[config.mk]
export PLATFORM = sky130hd
export DESIGN_NAME = ewma_source_rate_estimator_unit
export DESIGN_NICKNAME = d
export VERILOG_FILES = /design/src/esre_pkg.sv /design/src/esre_ctrl.sv /design/src/esre_dp.sv /design/src/ewma_source_rate_estimator_unit.sv
export SDC_FILE = /design/constraint.sdc
export NUM_CORES = 2
export LEC_CHECK = 0
export ABC_AREA = 1
export BUFFER_PORTS_ARGS = -buffer_cell sky130_fd_sc_hd__buf_2
export CORE_UTILIZATION = 50
export CTS_CLUSTER_DIAMETER = 100
export DETAILED_ROUTE_END_ITERATION = 7
export HOLD_SLACK_MARGIN = 0.05
export PLACE_DENSITY = 0.69
export SLEW_MARGIN = 30
export SYNTH_ARGS = -nofsm -noshare
export SYNTH_HDL_FRONTEND = slang
export SYNTH_SLANG_ARGS = --single-unit
[constraint.sdc]
create_clock -name clk -period 8.35 [get_ports clk]
set_input_delay 0.835 -clock clk [delete_from_list [all_inputs] [get_ports clk]]
set_output_delay 0.835 -clock clk [all_outputs]
set_load 0.05 [all_outputs]
[src/esre_pkg.sv]
`default_nettype none

package esre_pkg;

  // field widths
  localparam int NOW_W      = 48;
  localparam int TTG_W      = 32;
  localparam int BYTES_W    = 48;
  localparam int RATE_W     = 40;
  localparam int WEIGHT_W   = 17;
  localparam int INTERVAL_W = 32;

  localparam int RATE_FRAC_BITS = 16;
  localparam int TIME_W         = NOW_W + 1;
  localparam int AVG_W          = RATE_W + RATE_FRAC_BITS;

  // stream packing
  localparam int IN_DATA_W      = ((NOW_W + TTG_W + BYTES_W + 7) / 8) * 8;
  localparam int OUT_DATA_W     = ((RATE_W + 7) / 8) * 8;
  localparam int OUT_USER_W     = 2;
  localparam int USER_CLOSED_BIT = 0;
  localparam int USER_OOO_BIT    = 1;

  // configuration port
  localparam int CFG_DATA_W = RATE_W;
  localparam int CFG_IDX_W  = 2;
  localparam logic [CFG_IDX_W-1:0] REG_WEIGHT   = 2'd0;
  localparam logic [CFG_IDX_W-1:0] REG_INTERVAL = 2'd1;
  localparam logic [CFG_IDX_W-1:0] REG_STARTUP  = 2'd2;

  localparam logic [WEIGHT_W-1:0]   WEIGHT_RST   = WEIGHT_W'(6554);
  localparam logic [INTERVAL_W-1:0] INTERVAL_RST = INTERVAL_W'(200000);
  localparam logic [RATE_W-1:0]     STARTUP_RST  = RATE_W'(1000);

  localparam int Q16_BITS = 16;
  localparam logic [WEIGHT_W-1:0] ONE_Q16 = WEIGHT_W'(65536);

  // bytes to bits per second with time in microseconds
  localparam int RATE_SCALE_INT = 8 * 1000000;
  localparam int RATE_SCALE_W   = $clog2(RATE_SCALE_INT + 1);
  localparam int MUL_B_W        = 24;
  localparam logic [MUL_B_W-1:0] RATE_SCALE = MUL_B_W'(RATE_SCALE_INT);

  // operand splits for the shared multiplier
  localparam int NB_LO_W   = BYTES_W / 2;
  localparam int RATE_LO_W = RATE_W / 2;
  localparam int AVG_LO_W  = AVG_W / 2;
  localparam int AVG_HI_W  = AVG_W - AVG_LO_W;
  localparam int MUL_A_W   = AVG_HI_W;
  localparam int PROD_W    = MUL_A_W + MUL_B_W;

  localparam int NUM_W     = BYTES_W + RATE_SCALE_W;
  localparam int BLEND_W   = AVG_W + WEIGHT_W;
  localparam int ACC_W     = ((BLEND_W > NUM_W) ? BLEND_W : NUM_W) + 1;
  localparam int DIV_CNT_W = $clog2(NUM_W);

  typedef enum logic [3:0] {
    ST_IDLE,
    ST_EVAL,
    ST_NUM_LO,
    ST_NUM_HI,
    ST_NUM_DRAIN,
    ST_DIV_LOAD,
    ST_DIV_RUN,
    ST_RATE,
    ST_BL_RATE_LO,
    ST_BL_RATE_HI,
    ST_BL_AVG_LO,
    ST_BL_AVG_HI,
    ST_BL_DRAIN,
    ST_BL_COMMIT,
    ST_DONE
  } state_t;

  typedef enum logic [2:0] {
    MUL_NONE,
    MUL_NB_LO,
    MUL_NB_HI,
    MUL_RATE_LO,
    MUL_RATE_HI,
    MUL_AVG_LO,
    MUL_AVG_HI
  } mul_op_t;

  typedef struct packed {
    logic    capture;
    logic    eval;
    logic    first_load;
    mul_op_t mul_op;
    logic    acc_clr;
    logic    div_load;
    logic    div_step;
    logic    avg_from_rate;
    logic    avg_from_acc;
    logic    win_restart;
    logic    out_load;
  } dp_cmd_t;

  typedef struct packed {
    logic started;
    logic ooo;
    logic close;
    logic avg_zero;
    logic div_last;
    logic out_free;
  } dp_status_t;

endpackage

`default_nettype wire

[src/esre_ctrl.sv]
`default_nettype none

module esre_ctrl (
  input  logic                  clk,
  input  logic                  rst,
  input  logic                  in_valid,
  output logic                  in_ready,
  input  esre_pkg::dp_status_t  status,
  output esre_pkg::dp_cmd_t     cmd
);
  import esre_pkg::*;

  state_t state;
  state_t state_next;

  always_ff @(posedge clk) begin
    if (rst) begin
      state <= ST_IDLE;
    end else begin
      state <= state_next;
    end
  end

  always_comb begin
    state_next = state;
    case (state)
      ST_IDLE: begin
        if (in_valid) state_next = ST_EVAL;
      end
      ST_EVAL: begin
        if (status.started && !status.ooo && status.close) state_next = ST_NUM_LO;
        else state_next = ST_DONE;
      end
      ST_NUM_LO:    state_next = ST_NUM_HI;
      ST_NUM_HI:    state_next = ST_NUM_DRAIN;
      ST_NUM_DRAIN: state_next = ST_DIV_LOAD;
      ST_DIV_LOAD:  state_next = ST_DIV_RUN;
      ST_DIV_RUN: begin
        if (status.div_last) state_next = ST_RATE;
      end
      ST_RATE: begin
        if (status.avg_zero) state_next = ST_DONE;
        else state_next = ST_BL_RATE_LO;
      end
      ST_BL_RATE_LO: state_next = ST_BL_RATE_HI;
      ST_BL_RATE_HI: state_next = ST_BL_AVG_LO;
      ST_BL_AVG_LO:  state_next = ST_BL_AVG_HI;
      ST_BL_AVG_HI:  state_next = ST_BL_DRAIN;
      ST_BL_DRAIN:   state_next = ST_BL_COMMIT;
      ST_BL_COMMIT:  state_next = ST_DONE;
      ST_DONE: begin
        if (status.out_free) state_next = ST_IDLE;
      end
      default: state_next = ST_IDLE;
    endcase
  end

  always_comb begin
    cmd      = '0;
    in_ready = 1'b0;
    case (state)
      ST_IDLE: begin
        in_ready    = 1'b1;
        cmd.capture = in_valid;
      end
      ST_EVAL: begin
        cmd.eval       = 1'b1;
        cmd.first_load = !status.started;
      end
      ST_NUM_LO: begin
        cmd.mul_op  = MUL_NB_LO;
        cmd.acc_clr = 1'b1;
      end
      ST_NUM_HI:   cmd.mul_op   = MUL_NB_HI;
      ST_DIV_LOAD: cmd.div_load = 1'b1;
      ST_DIV_RUN:  cmd.div_step = 1'b1;
      ST_RATE: begin
        cmd.avg_from_rate = status.avg_zero;
        cmd.win_restart   = status.avg_zero;
      end
      ST_BL_RATE_LO: begin
        cmd.mul_op  = MUL_RATE_LO;
        cmd.acc_clr = 1'b1;
      end
      ST_BL_RATE_HI: cmd.mul_op = MUL_RATE_HI;
      ST_BL_AVG_LO:  cmd.mul_op = MUL_AVG_LO;
      ST_BL_AVG_HI:  cmd.mul_op = MUL_AVG_HI;
      ST_BL_COMMIT: begin
        cmd.avg_from_acc = 1'b1;
        cmd.win_restart  = 1'b1;
      end
      ST_DONE: cmd.out_load = status.out_free;
      default: cmd = '0;
    endcase
  end

endmodule

`default_nettype wire

[src/esre_dp.sv]
`default_nettype none

module esre_dp (
  input  logic                               clk,
  input  logic                               rst,
  input  esre_pkg::dp_cmd_t                  cmd,
  output esre_pkg::dp_status_t               status,
  input  logic [esre_pkg::NOW_W-1:0]         now_usec,
  input  logic [esre_pkg::TTG_W-1:0]         ttg_usec,
  input  logic [esre_pkg::BYTES_W-1:0]       bytes_total,
  input  logic [esre_pkg::WEIGHT_W-1:0]      weight_q16,
  input  logic [esre_pkg::INTERVAL_W-1:0]    interval_usec,
  input  logic [esre_pkg::RATE_W-1:0]        startup_rate_bps,
  input  logic                               out_ready,
  output logic                               out_valid,
  output logic [esre_pkg::RATE_W-1:0]        avg_rate_bps,
  output logic                               window_closed,
  output logic                               out_of_order
);
  import esre_pkg::*;

  // captured event
  logic [TIME_W-1:0]  exp_q;
  logic [BYTES_W-1:0] bytes_q;

  // estimator state
  logic               started;
  logic [TIME_W-1:0]  wsu;
  logic [BYTES_W-1:0] wsb;
  logic [AVG_W-1:0]   avg;

  // window closing operands
  logic [BYTES_W-1:0] nb;
  logic [TIME_W-1:0]  elapsed;
  logic               flag_closed;
  logic               flag_ooo;

  // shared multiplier and accumulator
  logic [MUL_A_W-1:0] mul_a;
  logic [MUL_B_W-1:0] mul_b;
  logic [PROD_W-1:0]  prod;
  mul_op_t            prod_op;
  logic [ACC_W-1:0]   acc;
  logic [ACC_W-1:0]   acc_term;

  // restoring divider
  logic [NUM_W-1:0]     div_num;
  logic [TIME_W-1:0]    div_rem;
  logic [RATE_W-1:0]    div_q;
  logic                 div_ovf;
  logic [DIV_CNT_W-1:0] div_cnt;
  logic [TIME_W:0]      trial;
  logic [TIME_W:0]      diff;
  logic                 ge;
  logic [TIME_W-1:0]    rem_next;

  logic [RATE_W-1:0]   rate;
  logic [WEIGHT_W-1:0] w;
  logic [WEIGHT_W-1:0] m;
  logic [TIME_W:0]     win_end;
  logic                ooo_c;
  logic                close_c;

  assign ooo_c   = bytes_q < wsb;
  assign win_end = (TIME_W + 1)'(wsu) + (TIME_W + 1)'(interval_usec);
  assign close_c = (TIME_W + 1)'(exp_q) > win_end;

  assign rate = div_ovf ? {RATE_W{1'b1}} : div_q;
  assign w    = (weight_q16 > ONE_Q16) ? ONE_Q16 : weight_q16;
  assign m    = ONE_Q16 - w;

  assign trial    = {div_rem, div_num[NUM_W-1]};
  assign ge       = trial >= {1'b0, elapsed};
  assign diff     = trial - {1'b0, elapsed};
  assign rem_next = ge ? diff[TIME_W-1:0] : trial[TIME_W-1:0];

  always_comb begin
    status.started  = started;
    status.ooo      = ooo_c;
    status.close    = close_c;
    status.avg_zero = (avg == '0);
    status.div_last = (div_cnt == '0);
    status.out_free = !out_valid || out_ready;
  end

  always_comb begin
    mul_a = '0;
    mul_b = '0;
    case (cmd.mul_op)
      MUL_NB_LO: begin
        mul_a = MUL_A_W'(nb[NB_LO_W-1:0]);
        mul_b = RATE_SCALE;
      end
      MUL_NB_HI: begin
        mul_a = MUL_A_W'(nb[BYTES_W-1:NB_LO_W]);
        mul_b = RATE_SCALE;
      end
      MUL_RATE_LO: begin
        mul_a = MUL_A_W'(rate[RATE_LO_W-1:0]);
        mul_b = MUL_B_W'(w);
      end
      MUL_RATE_HI: begin
        mul_a = MUL_A_W'(rate[RATE_W-1:RATE_LO_W]);
        mul_b = MUL_B_W'(w);
      end
      MUL_AVG_LO: begin
        mul_a = MUL_A_W'(avg[AVG_LO_W-1:0]);
        mul_b = MUL_B_W'(m);
      end
      MUL_AVG_HI: begin
        mul_a = MUL_A_W'(avg[AVG_W-1:AVG_LO_W]);
        mul_b = MUL_B_W'(m);
      end
      default: begin
        mul_a = '0;
        mul_b = '0;
      end
    endcase
  end

  // partial product placed by the op it was issued for
  always_comb begin
    case (prod_op)
      MUL_NB_LO:   acc_term = ACC_W'(prod);
      MUL_NB_HI:   acc_term = ACC_W'(prod) << NB_LO_W;
      MUL_RATE_LO: acc_term = ACC_W'(prod) << RATE_FRAC_BITS;
      MUL_RATE_HI: acc_term = ACC_W'(prod) << (RATE_FRAC_BITS + RATE_LO_W);
      MUL_AVG_LO:  acc_term = ACC_W'(prod);
      MUL_AVG_HI:  acc_term = ACC_W'(prod) << AVG_LO_W;
      default:     acc_term = '0;
    endcase
  end

  always_ff @(posedge clk) begin
    if (rst) begin
      started   <= 1'b0;
      prod_op   <= MUL_NONE;
      out_valid <= 1'b0;
    end else begin
      if (cmd.first_load) started <= 1'b1;
      prod_op <= cmd.mul_op;
      if (cmd.out_load) out_valid <= 1'b1;
      else if (out_ready) out_valid <= 1'b0;
    end
  end

  always_ff @(posedge clk) begin
    if (cmd.capture) begin
      exp_q   <= TIME_W'(now_usec) + TIME_W'(ttg_usec);
      bytes_q <= bytes_total;
    end

    if (cmd.eval) begin
      nb          <= bytes_q - wsb;
      elapsed     <= exp_q - wsu;
      flag_ooo    <= started && ooo_c;
      flag_closed <= started && !ooo_c && close_c;
    end

    if (cmd.first_load || cmd.win_restart) begin
      wsu <= exp_q;
      wsb <= bytes_q;
    end

    if (cmd.first_load) avg <= {startup_rate_bps, {RATE_FRAC_BITS{1'b0}}};
    else if (cmd.avg_from_rate) avg <= {rate, {RATE_FRAC_BITS{1'b0}}};
    else if (cmd.avg_from_acc) avg <= acc[Q16_BITS +: AVG_W];

    prod <= PROD_W'(mul_a) * PROD_W'(mul_b);
    if (cmd.acc_clr) acc <= '0;
    else if (prod_op != MUL_NONE) acc <= acc + acc_term;

    if (cmd.div_load) begin
      div_num <= acc[NUM_W-1:0];
      div_rem <= '0;
      div_q   <= '0;
      div_ovf <= 1'b0;
      div_cnt <= DIV_CNT_W'(NUM_W - 1);
    end else if (cmd.div_step) begin
      div_num <= div_num << 1;
      div_rem <= rem_next;
      div_q   <= {div_q[RATE_W-2:0], ge};
      div_ovf <= div_ovf | div_q[RATE_W-1];
      div_cnt <= div_cnt - DIV_CNT_W'(1);
    end

    if (cmd.out_load) begin
      avg_rate_bps  <= (avg != '0) ? avg[RATE_FRAC_BITS +: RATE_W] : startup_rate_bps;
      window_closed <= flag_closed;
      out_of_order  <= flag_ooo;
    end
  end

endmodule

`default_nettype wire

[src/ewma_source_rate_estimator_unit.sv]
// Source rate estimator: moving average of a flow's send rate, in bits per
// second, fed by packet events.
// Input channel s_*: one item per packet event (time, time-to-go, byte count).
// Output channel m_*: exactly one result item per event, in order: the
// averaged rate and the window-closed / out-of-order flags.
// Configuration: wr_en / wr_index / wr_data, one register per write; the user
// must write only while no event is in flight, the block itself does not enforce it.
// Flow: an event that does not close a window skips the divider and the blend.
// An event that closes a window runs the 71-step restoring divider (one
// quotient bit a cycle) and, unless the average was zero, a blend on one
// shared 28x24 multiplier. One event is in work at a time: the next item is
// taken only after the last result is loaded into the output register.
// A finished result sits in the output register; a new item is accepted while
// it waits, but that item's result holds in the datapath until m_tready.
// Reset (synchronous, active high) clears the estimator to not started, drops
// m_tvalid and loads the configuration registers with their defaults.
`default_nettype none

module ewma_source_rate_estimator_unit (
  input  logic                                 clk,
  input  logic                                 rst,
  // s_tdata: now_usec[47:0], ttg_usec[79:48], bytes_total[127:80]
  input  logic                                 s_tvalid,
  output logic                                 s_tready,
  input  logic [esre_pkg::IN_DATA_W-1:0]       s_tdata,
  // m_tdata: avg_rate_bps[39:0]
  output logic                                 m_tvalid,
  input  logic                                 m_tready,
  output logic [esre_pkg::OUT_DATA_W-1:0]      m_tdata,
  // m_tuser: window_closed[0], out_of_order[1]
  output logic [esre_pkg::OUT_USER_W-1:0]      m_tuser,
  input  logic                                 wr_en,
  input  logic [esre_pkg::CFG_IDX_W-1:0]       wr_index,
  input  logic [esre_pkg::CFG_DATA_W-1:0]      wr_data
);
  import esre_pkg::*;

  logic [WEIGHT_W-1:0]   weight_q16;
  logic [INTERVAL_W-1:0] interval_usec;
  logic [RATE_W-1:0]     startup_rate_bps;

  dp_cmd_t    cmd;
  dp_status_t status;

  logic [RATE_W-1:0] avg_rate_bps;
  logic              window_closed;
  logic              out_of_order;

  always_ff @(posedge clk) begin
    if (rst) begin
      weight_q16       <= WEIGHT_RST;
      interval_usec    <= INTERVAL_RST;
      startup_rate_bps <= STARTUP_RST;
    end else if (wr_en) begin
      case (wr_index)
        REG_WEIGHT:   weight_q16       <= wr_data[WEIGHT_W-1:0];
        REG_INTERVAL: interval_usec    <= wr_data[INTERVAL_W-1:0];
        REG_STARTUP:  startup_rate_bps <= wr_data[RATE_W-1:0];
        default: ;
      endcase
    end
  end

  esre_ctrl u_ctrl (
    .clk      (clk),
    .rst      (rst),
    .in_valid (s_tvalid),
    .in_ready (s_tready),
    .status   (status),
    .cmd      (cmd)
  );

  esre_dp u_dp (
    .clk              (clk),
    .rst              (rst),
    .cmd              (cmd),
    .status           (status),
    .now_usec         (s_tdata[NOW_W-1:0]),
    .ttg_usec         (s_tdata[NOW_W +: TTG_W]),
    .bytes_total      (s_tdata[NOW_W + TTG_W +: BYTES_W]),
    .weight_q16       (weight_q16),
    .interval_usec    (interval_usec),
    .startup_rate_bps (startup_rate_bps),
    .out_ready        (m_tready),
    .out_valid        (m_tvalid),
    .avg_rate_bps     (avg_rate_bps),
    .window_closed    (window_closed),
    .out_of_order     (out_of_order)
  );

  assign m_tdata = OUT_DATA_W'(avg_rate_bps);

  always_comb begin
    m_tuser                  = '0;
    m_tuser[USER_CLOSED_BIT] = window_closed;
    m_tuser[USER_OOO_BIT]    = out_of_order;
  end

endmodule

`default_nettype wire

## Word-level counts from Yosys, hierarchy flattened

Index checks and enable logic that the tools add are counted.

- Register bits after elaboration: 783
- Output and inout bits: 44
- Logic and storage cells: 130

- Add/sub/neg operators: 8
- $mul: 1
- $lt $le $gt $ge: 4
- Equality and inequality tests: 31
- Multiplexer cells: 31
- Bitwise logic cells: 1
- Reductions and logical operators: 27

Operator list:

| cell | count |
|---|---|
| one-hot mux 74 bit (5 select lines) | 1 |
| 2-to-1 mux 56 bit | 3 |
| one-hot mux 28 bit (6 select lines) | 1 |
| 2-to-1 mux 71 bit | 2 |
| subtractor 49 bit | 2 |
| 2-to-1 mux 40 bit | 2 |
| adder 74 bit | 1 |
| one-hot mux 23 bit (3 select lines) | 1 |
| one-hot mux 4 bit (15 select lines) | 1 |
| zero test 56 bit | 1 |
| nonzero test 56 bit | 1 |
| multiplier 28 x 23 -> 51 bit | 1 |
| adder 49 x 32 -> 50 bit | 1 |
| >= comparator 50 x 49 -> 1 bit | 1 |
| greater-than comparator 49 x 50 -> 1 bit | 1 |
| adder 48 x 32 -> 49 bit | 1 |
| 2-to-1 mux 49 bit | 1 |
| less-than comparator 48 bit | 1 |
| subtractor 48 bit | 1 |
| equality test 4 bit, second input constant | 7 |
| equality test 3 bit, second input constant | 6 |
| one-hot mux 3 bit (6 select lines) | 1 |
| greater-than comparator 17 bit, second input constant | 1 |
| 2-to-1 mux 17 bit | 1 |
| other kinds (28) | 63 |

## Depth between registers and ports, before layout

- Word-level depth: 6
- Gate-level depth with buffers: 47

## Hierarchy

A second synthesis with hierarchy kept.

- Cell total of the unflattened synthesis: 9958
- Area total of the unflattened synthesis: 74288.7 um^2

Modules (own cells, without submodules):

| module | instances | cells an instance | area an instance (um^2) |
|---|---|---|---|
| esre_dp | 1 | 9351 | 70303.7 |
| ewma_source_rate_estimator_unit | 1 | 537 | 3589.7 |
| esre_ctrl | 1 | 70 | 395.4 |

## Worst setup path after synthesis

No wires, ideal clock.

- Path type: register to register
- From: register u_ctrl.state[0]
- To: register u_dp.wsb[0], enable pin
- Data arrival time: 8.037 ns
- Required time: 7.877 ns
- Setup slack: -0.160 ns
- Stages on the path, launching flop included: 7
- Period minus slack after synthesis: 8.510 ns
- Path through: dfxtp_1 > inv_1 > nor2_1 > inv_2 > nor2_1 > nand2_1 > nand3_1

- Longest elaborated chain between the ends: 3

RTL lines:

| element | RTL line | source |
|---|---|---|
| start: declaration | esre_ctrl.sv:13 | `state_t state;` |
| start signal: assignment | esre_ctrl.sv:20 | `state <= state_next;` |
| equality test 4 bit, or another cell as far along | esre_ctrl.sv:61 | `case (state)` |
| one-hot mux 1 bit (2 select lines) or 2-to-1 mux 2 bit (tied branches) | esre_ctrl.sv:61 |  |
| logical OR 1 bit (*) | esre_dp.sv:160 | `if (cmd.first_load \|\| cmd.win_restart) begin` |
| end signal: assignment | esre_dp.sv:162 | `wsb <= bytes_q;` |
| end: declaration | esre_dp.sv:29 | `logic [BYTES_W-1:0] wsb;` |

Every way passes the cells marked *; elsewhere a longest branch is shown, timed or not.
A chain may end at the register's enable or synchronous reset.

## Final worst setup path

- From: register u_ctrl.state[0]
- To: register u_dp.prod[46]

- Longest elaborated chain between the ends: 6

RTL lines:

| element | RTL line | source |
|---|---|---|
| equality test 4 bit or equality test 4 x 2 -> 1 bit (tied branches) | esre_ctrl.sv:61 |  |
| one-hot mux 3 bit (6 select lines) (*) | esre_ctrl.sv:61 |  |
| equality test 3 bit, or another cell as far along | esre_dp.sv:89 | `case (cmd.mul_op)` |
| OR reduction 2 bit (no line) | -- |  |
| one-hot mux 23 bit (3 select lines) | esre_dp.sv:89 |  |
| multiplier 28 x 23 -> 51 bit (*) | esre_dp.sv:169 | `prod <= PROD_W'(mul_a) * PROD_W'(mul_b);` |
| end signal: assignment | esre_dp.sv:169 |  |
| end: declaration | esre_dp.sv:41 | `logic [PROD_W-1:0] prod;` |

Marks and branches as above.

==> qor.yml <==
slowest_delay_ns: 0.57
synthToLayoutAreaGrowth_pct: 12.52
die_area_sq_um: 142000
stdcell_area_sq_um: 79030
cts_root_buffer: "clkbuf_16"
crit_end: "u_dp.prod[46]"
hold_violations: 0
cp_slowest_cell: "fa_1"
wl_per_cell_microns: 23.33
skew_ns: 0.07186
leakage_nw: 36.68
synth-edff-count: 446
run_status: "finished, final reports clean"
cts_buffer_depth: 3
fmax_ghz: 0.1236
synth_area_leaders: "edfxtp_1, fa_1, ha_1"
ant_nets: 0
critical_path_cell_count: 30
synth-seq-cells: 780
ys.flop_type: "edfxtp_1"
dr_wl_met3_microns: 18610
fillers: 13210
async_reset_ff_share_pct: 0
grt_util_all_layers_pct: 36.50
initial_core_util_pct: 50.40
setup_slack_ns: 0.2595
core_area_sq_um: 139400
dr.pass1.iters: 8
grt_pass1_wl_microns: 387000
required_ns: 8.94
core.rowCount: 137
critPathArrivalTime_ns: 8.68
cp-startpoint: "u_ctrl.state[0]"
synthDistinctLibCells: 68
dp_hpwl_microns: 215600
yosysTopAreaCell: "edfxtp_1"
synthCells: 8855
clkLatencyLatePin_ns: 0.74
cp-end-kind: "flop"
pre_cts_slack_ns: 0.04654
drive_above_1_share_pct: 9.664
die_w_microns: 376.8
slew_viol_final: 0
portBuffers: 218
grt_max_degree: 76
placed_area_sq_um: 75460
num_vias: 63430
ir_drop_mv: 0.2312
grt_antenna_before_repair: 10
wl_met1_microns: 106200
worstMarginPinSlew_ns: 1.093
r2r-end: "u_dp.prod[46]"
reg2reg_slack_ns: 0.26
path_delay_family: "adder cells"
crit_type: "reg -> reg"
setup_viol: 0
drc: 0
startpoint_type: "flop"
cts.clk_slew.worst_paths_ns: 0.07
cts_tree: "built"
hold_path_class: "in -> reg"
drv_cap: 0
cts_buffers: 92
path_max_fanout: 9
fin_crit_sh_pct: 96.89
routed_via_density: 5.642
ys_warn_count: 0
post-synth-top-area-fraction_pct: 19.07
cp_num_buf_inv: 10
whs_ns: 0.2855
reg2reg_depth: 30
syn_area_sq_um: 70240
grt_pass1_vias: 62190
ys_seq_area_share_pct: 28.59
h-tree-depth: 3
routed_wl_microns: 262300
synth.avg_cell_area_sq_um: 7.932
cpMostUsedCell: "fa_1"
io_pins: 219
instances_no_fill: 11240
gr-total-overflow: 0
drt_iter0_markers: 6075
cts.sinks: 780
nNetsFinal: 10520
r2r-start: "u_ctrl.state[0]"
wl_met2_microns: 120100
totalPowerFinal_mw: 25.43
cellPowerDensity_nw_per_um2: 321.7
gp_congestion: 1.033
top_layer: "met5"
relSlewSlack_pct: 26.36
dp_cells: 11060
rsz0062_at_grt: "true"
min_period_ns: 8.090
die_h_microns: 376.8
## worst min-delay path by stage
stage | slack (ns) | start | depth (start not counted) | end
2_1_floorplan | 0.40 | u_dp.flag_ooo | 0 | u_dp.out_of_order
3_3_place_gp | 0.40 | u_dp.flag_closed | 0 | u_dp.window_closed
3_5_place_dp | 0.42 | u_dp.flag_ooo | 0 | u_dp.out_of_order
4_1_cts | 0.23 | s_tdata[91] | 1 | u_dp.bytes_q[11]
5_1_grt | 0.25 | s_tdata[110] | 1 | u_dp.bytes_q[30]
6_report | 0.29 | s_tdata[91] | 1 | u_dp.bytes_q[11]
## cells in the mapped netlist (67+ instances only)
| master | number |
|---|---|
| nor3_1 | 67 |
| a31oi_1 | 67 |
| clkbuf_1 | 137 |
| buf_2 | 69 |
| xor2_1 | 199 |
| inv_1 | 1708 |
| dfxtp_1 | 334 |
| xnor2_1 | 119 |
| o21ai_0 | 573 |
| o22ai_1 | 85 |
| edfxtp_1 | 446 |
| nor2_1 | 826 |
| nand2_1 | 1460 |
| a21oi_1 | 707 |
| nand3_1 | 283 |
| ha_1 | 539 |
| fa_1 | 516 |
| nand4_1 | 166 |
| o211ai_1 | 85 |
## stage by stage
step	setup TNS (ns)	utilization (%)
floorplan	0	-
global placement	-0.1057	54.12
detailed placement	0	54.15
CTS	0	56.41
global route	-0.7143	56.71
finish	0	56.71
## worst register-to-register path: cells and delay by family, from the launching register on
family,cells,cell delay [ns]
and+or+nand+nor,9,1.85
DFF,1,0.49
adders and majority gates,8,3.96
xor gates and xnor gates,1,0.14
buffers and inverters,10,1.37
AOI/OAI and AO/OA,2,0.16
## state kept, by name (all words and copies together), names as in the netlist, 3 cells and up
| name | flops |
|---|---|
| u_dp.div_num | 71 |
| u_dp.prod_op | 3 |
| u_dp.avg_rate_bps | 40 |
| weight_q16 | 17 |
| u_dp.elapsed | 49 |
| u_dp.prod | 51 |
| u_dp.nb | 48 |
| u_dp.bytes_q | 48 |
| u_dp.acc | 72 |
| u_dp.div_cnt | 7 |
| u_ctrl.state | 4 |
| u_dp.div_rem | 49 |
| u_dp.exp_q | 49 |
| startup_rate_bps | 40 |
| u_dp.wsb | 48 |
| u_dp.wsu | 49 |
| interval_usec | 32 |
| u_dp.div_q | 40 |
| u_dp.avg | 56 |
## layer usage
metal | global-route usage (%) | vias to the layer above
li1 | - | 29680
met1 | 46.40 | 30590
met4 | 20.36 | 2
met3 | 5.876 | 648
met5 | 0 | -
met2 | 59.15 | 2511
## cells by family (layout without fill, tap and decap cells)
kind of cell,Yosys count,after routing,synth area share (%)
fa+ha+maj,1055,1055,24.31
other cells,2,26,0.01069
compound gates,1773,1774,14.27
simple gates,2941,2941,17.94
buf+inv,1986,2473,10.93
xor+xnor,318,318,3.965
flops,780,780,28.59
## final cells by class
type / count / area (sq um) / share of cell area (%)
Inverter: 1746 / 6583 / 8.329
Sequential cell: 780 / 20080 / 25.41
Clock buffer: 119 / 2494 / 3.155
Tap cell: 1876 / 2347 / 2.970
Multi-Input combinational cell: 6112 / 42940 / 54.33
Antenna cell: 2 / 5.005 / 0.006333
Clock inverter: 53 / 655.6 / 0.8296
Timing Repair Buffer: 555 / 3923 / 4.963
## report_power, final
group | internal, mW | switching, mW
Sequential | 5.62 | 0.899
Clock | 2.39 | 1.80
Combinational | 5.04 | 9.67
## placed cells by master (no fill, tap or decap), types with 18 or more instances in the layout
cell       count
a31oi_1       63
and2_1        25
a21oi_1      702
clkbuf_16     92
nor2_1       811
buf_4        311
o21bai_1      33
a21o_1        51
ha_1         533
xor2_1       199
clkbuf_1      18
buf_12        21
buf_2        218
conb_1        24
fa_1         516
inv_2         35
nand2_1     1457
nor2_2        27
o21ai_1       34
edfxtp_1     446
inv_1       1699
nand4_1      166
nor4_4        19
a21boi_0      19
o22ai_1       83
nor3_1        62
xnor2_1      119
nor4_1        28
o21ai_0      560
dfxtp_1      330
o211ai_1      85
nand3_1      278
## timing repair
action / CTS / global route
gates resized for setup: 0 / 78
hold buffers: 0 / 0
setup endpoints to repair: 0 / 29
setup buffers: 0 / 12
No activity file was read; power rests on OpenSTA's default activity.
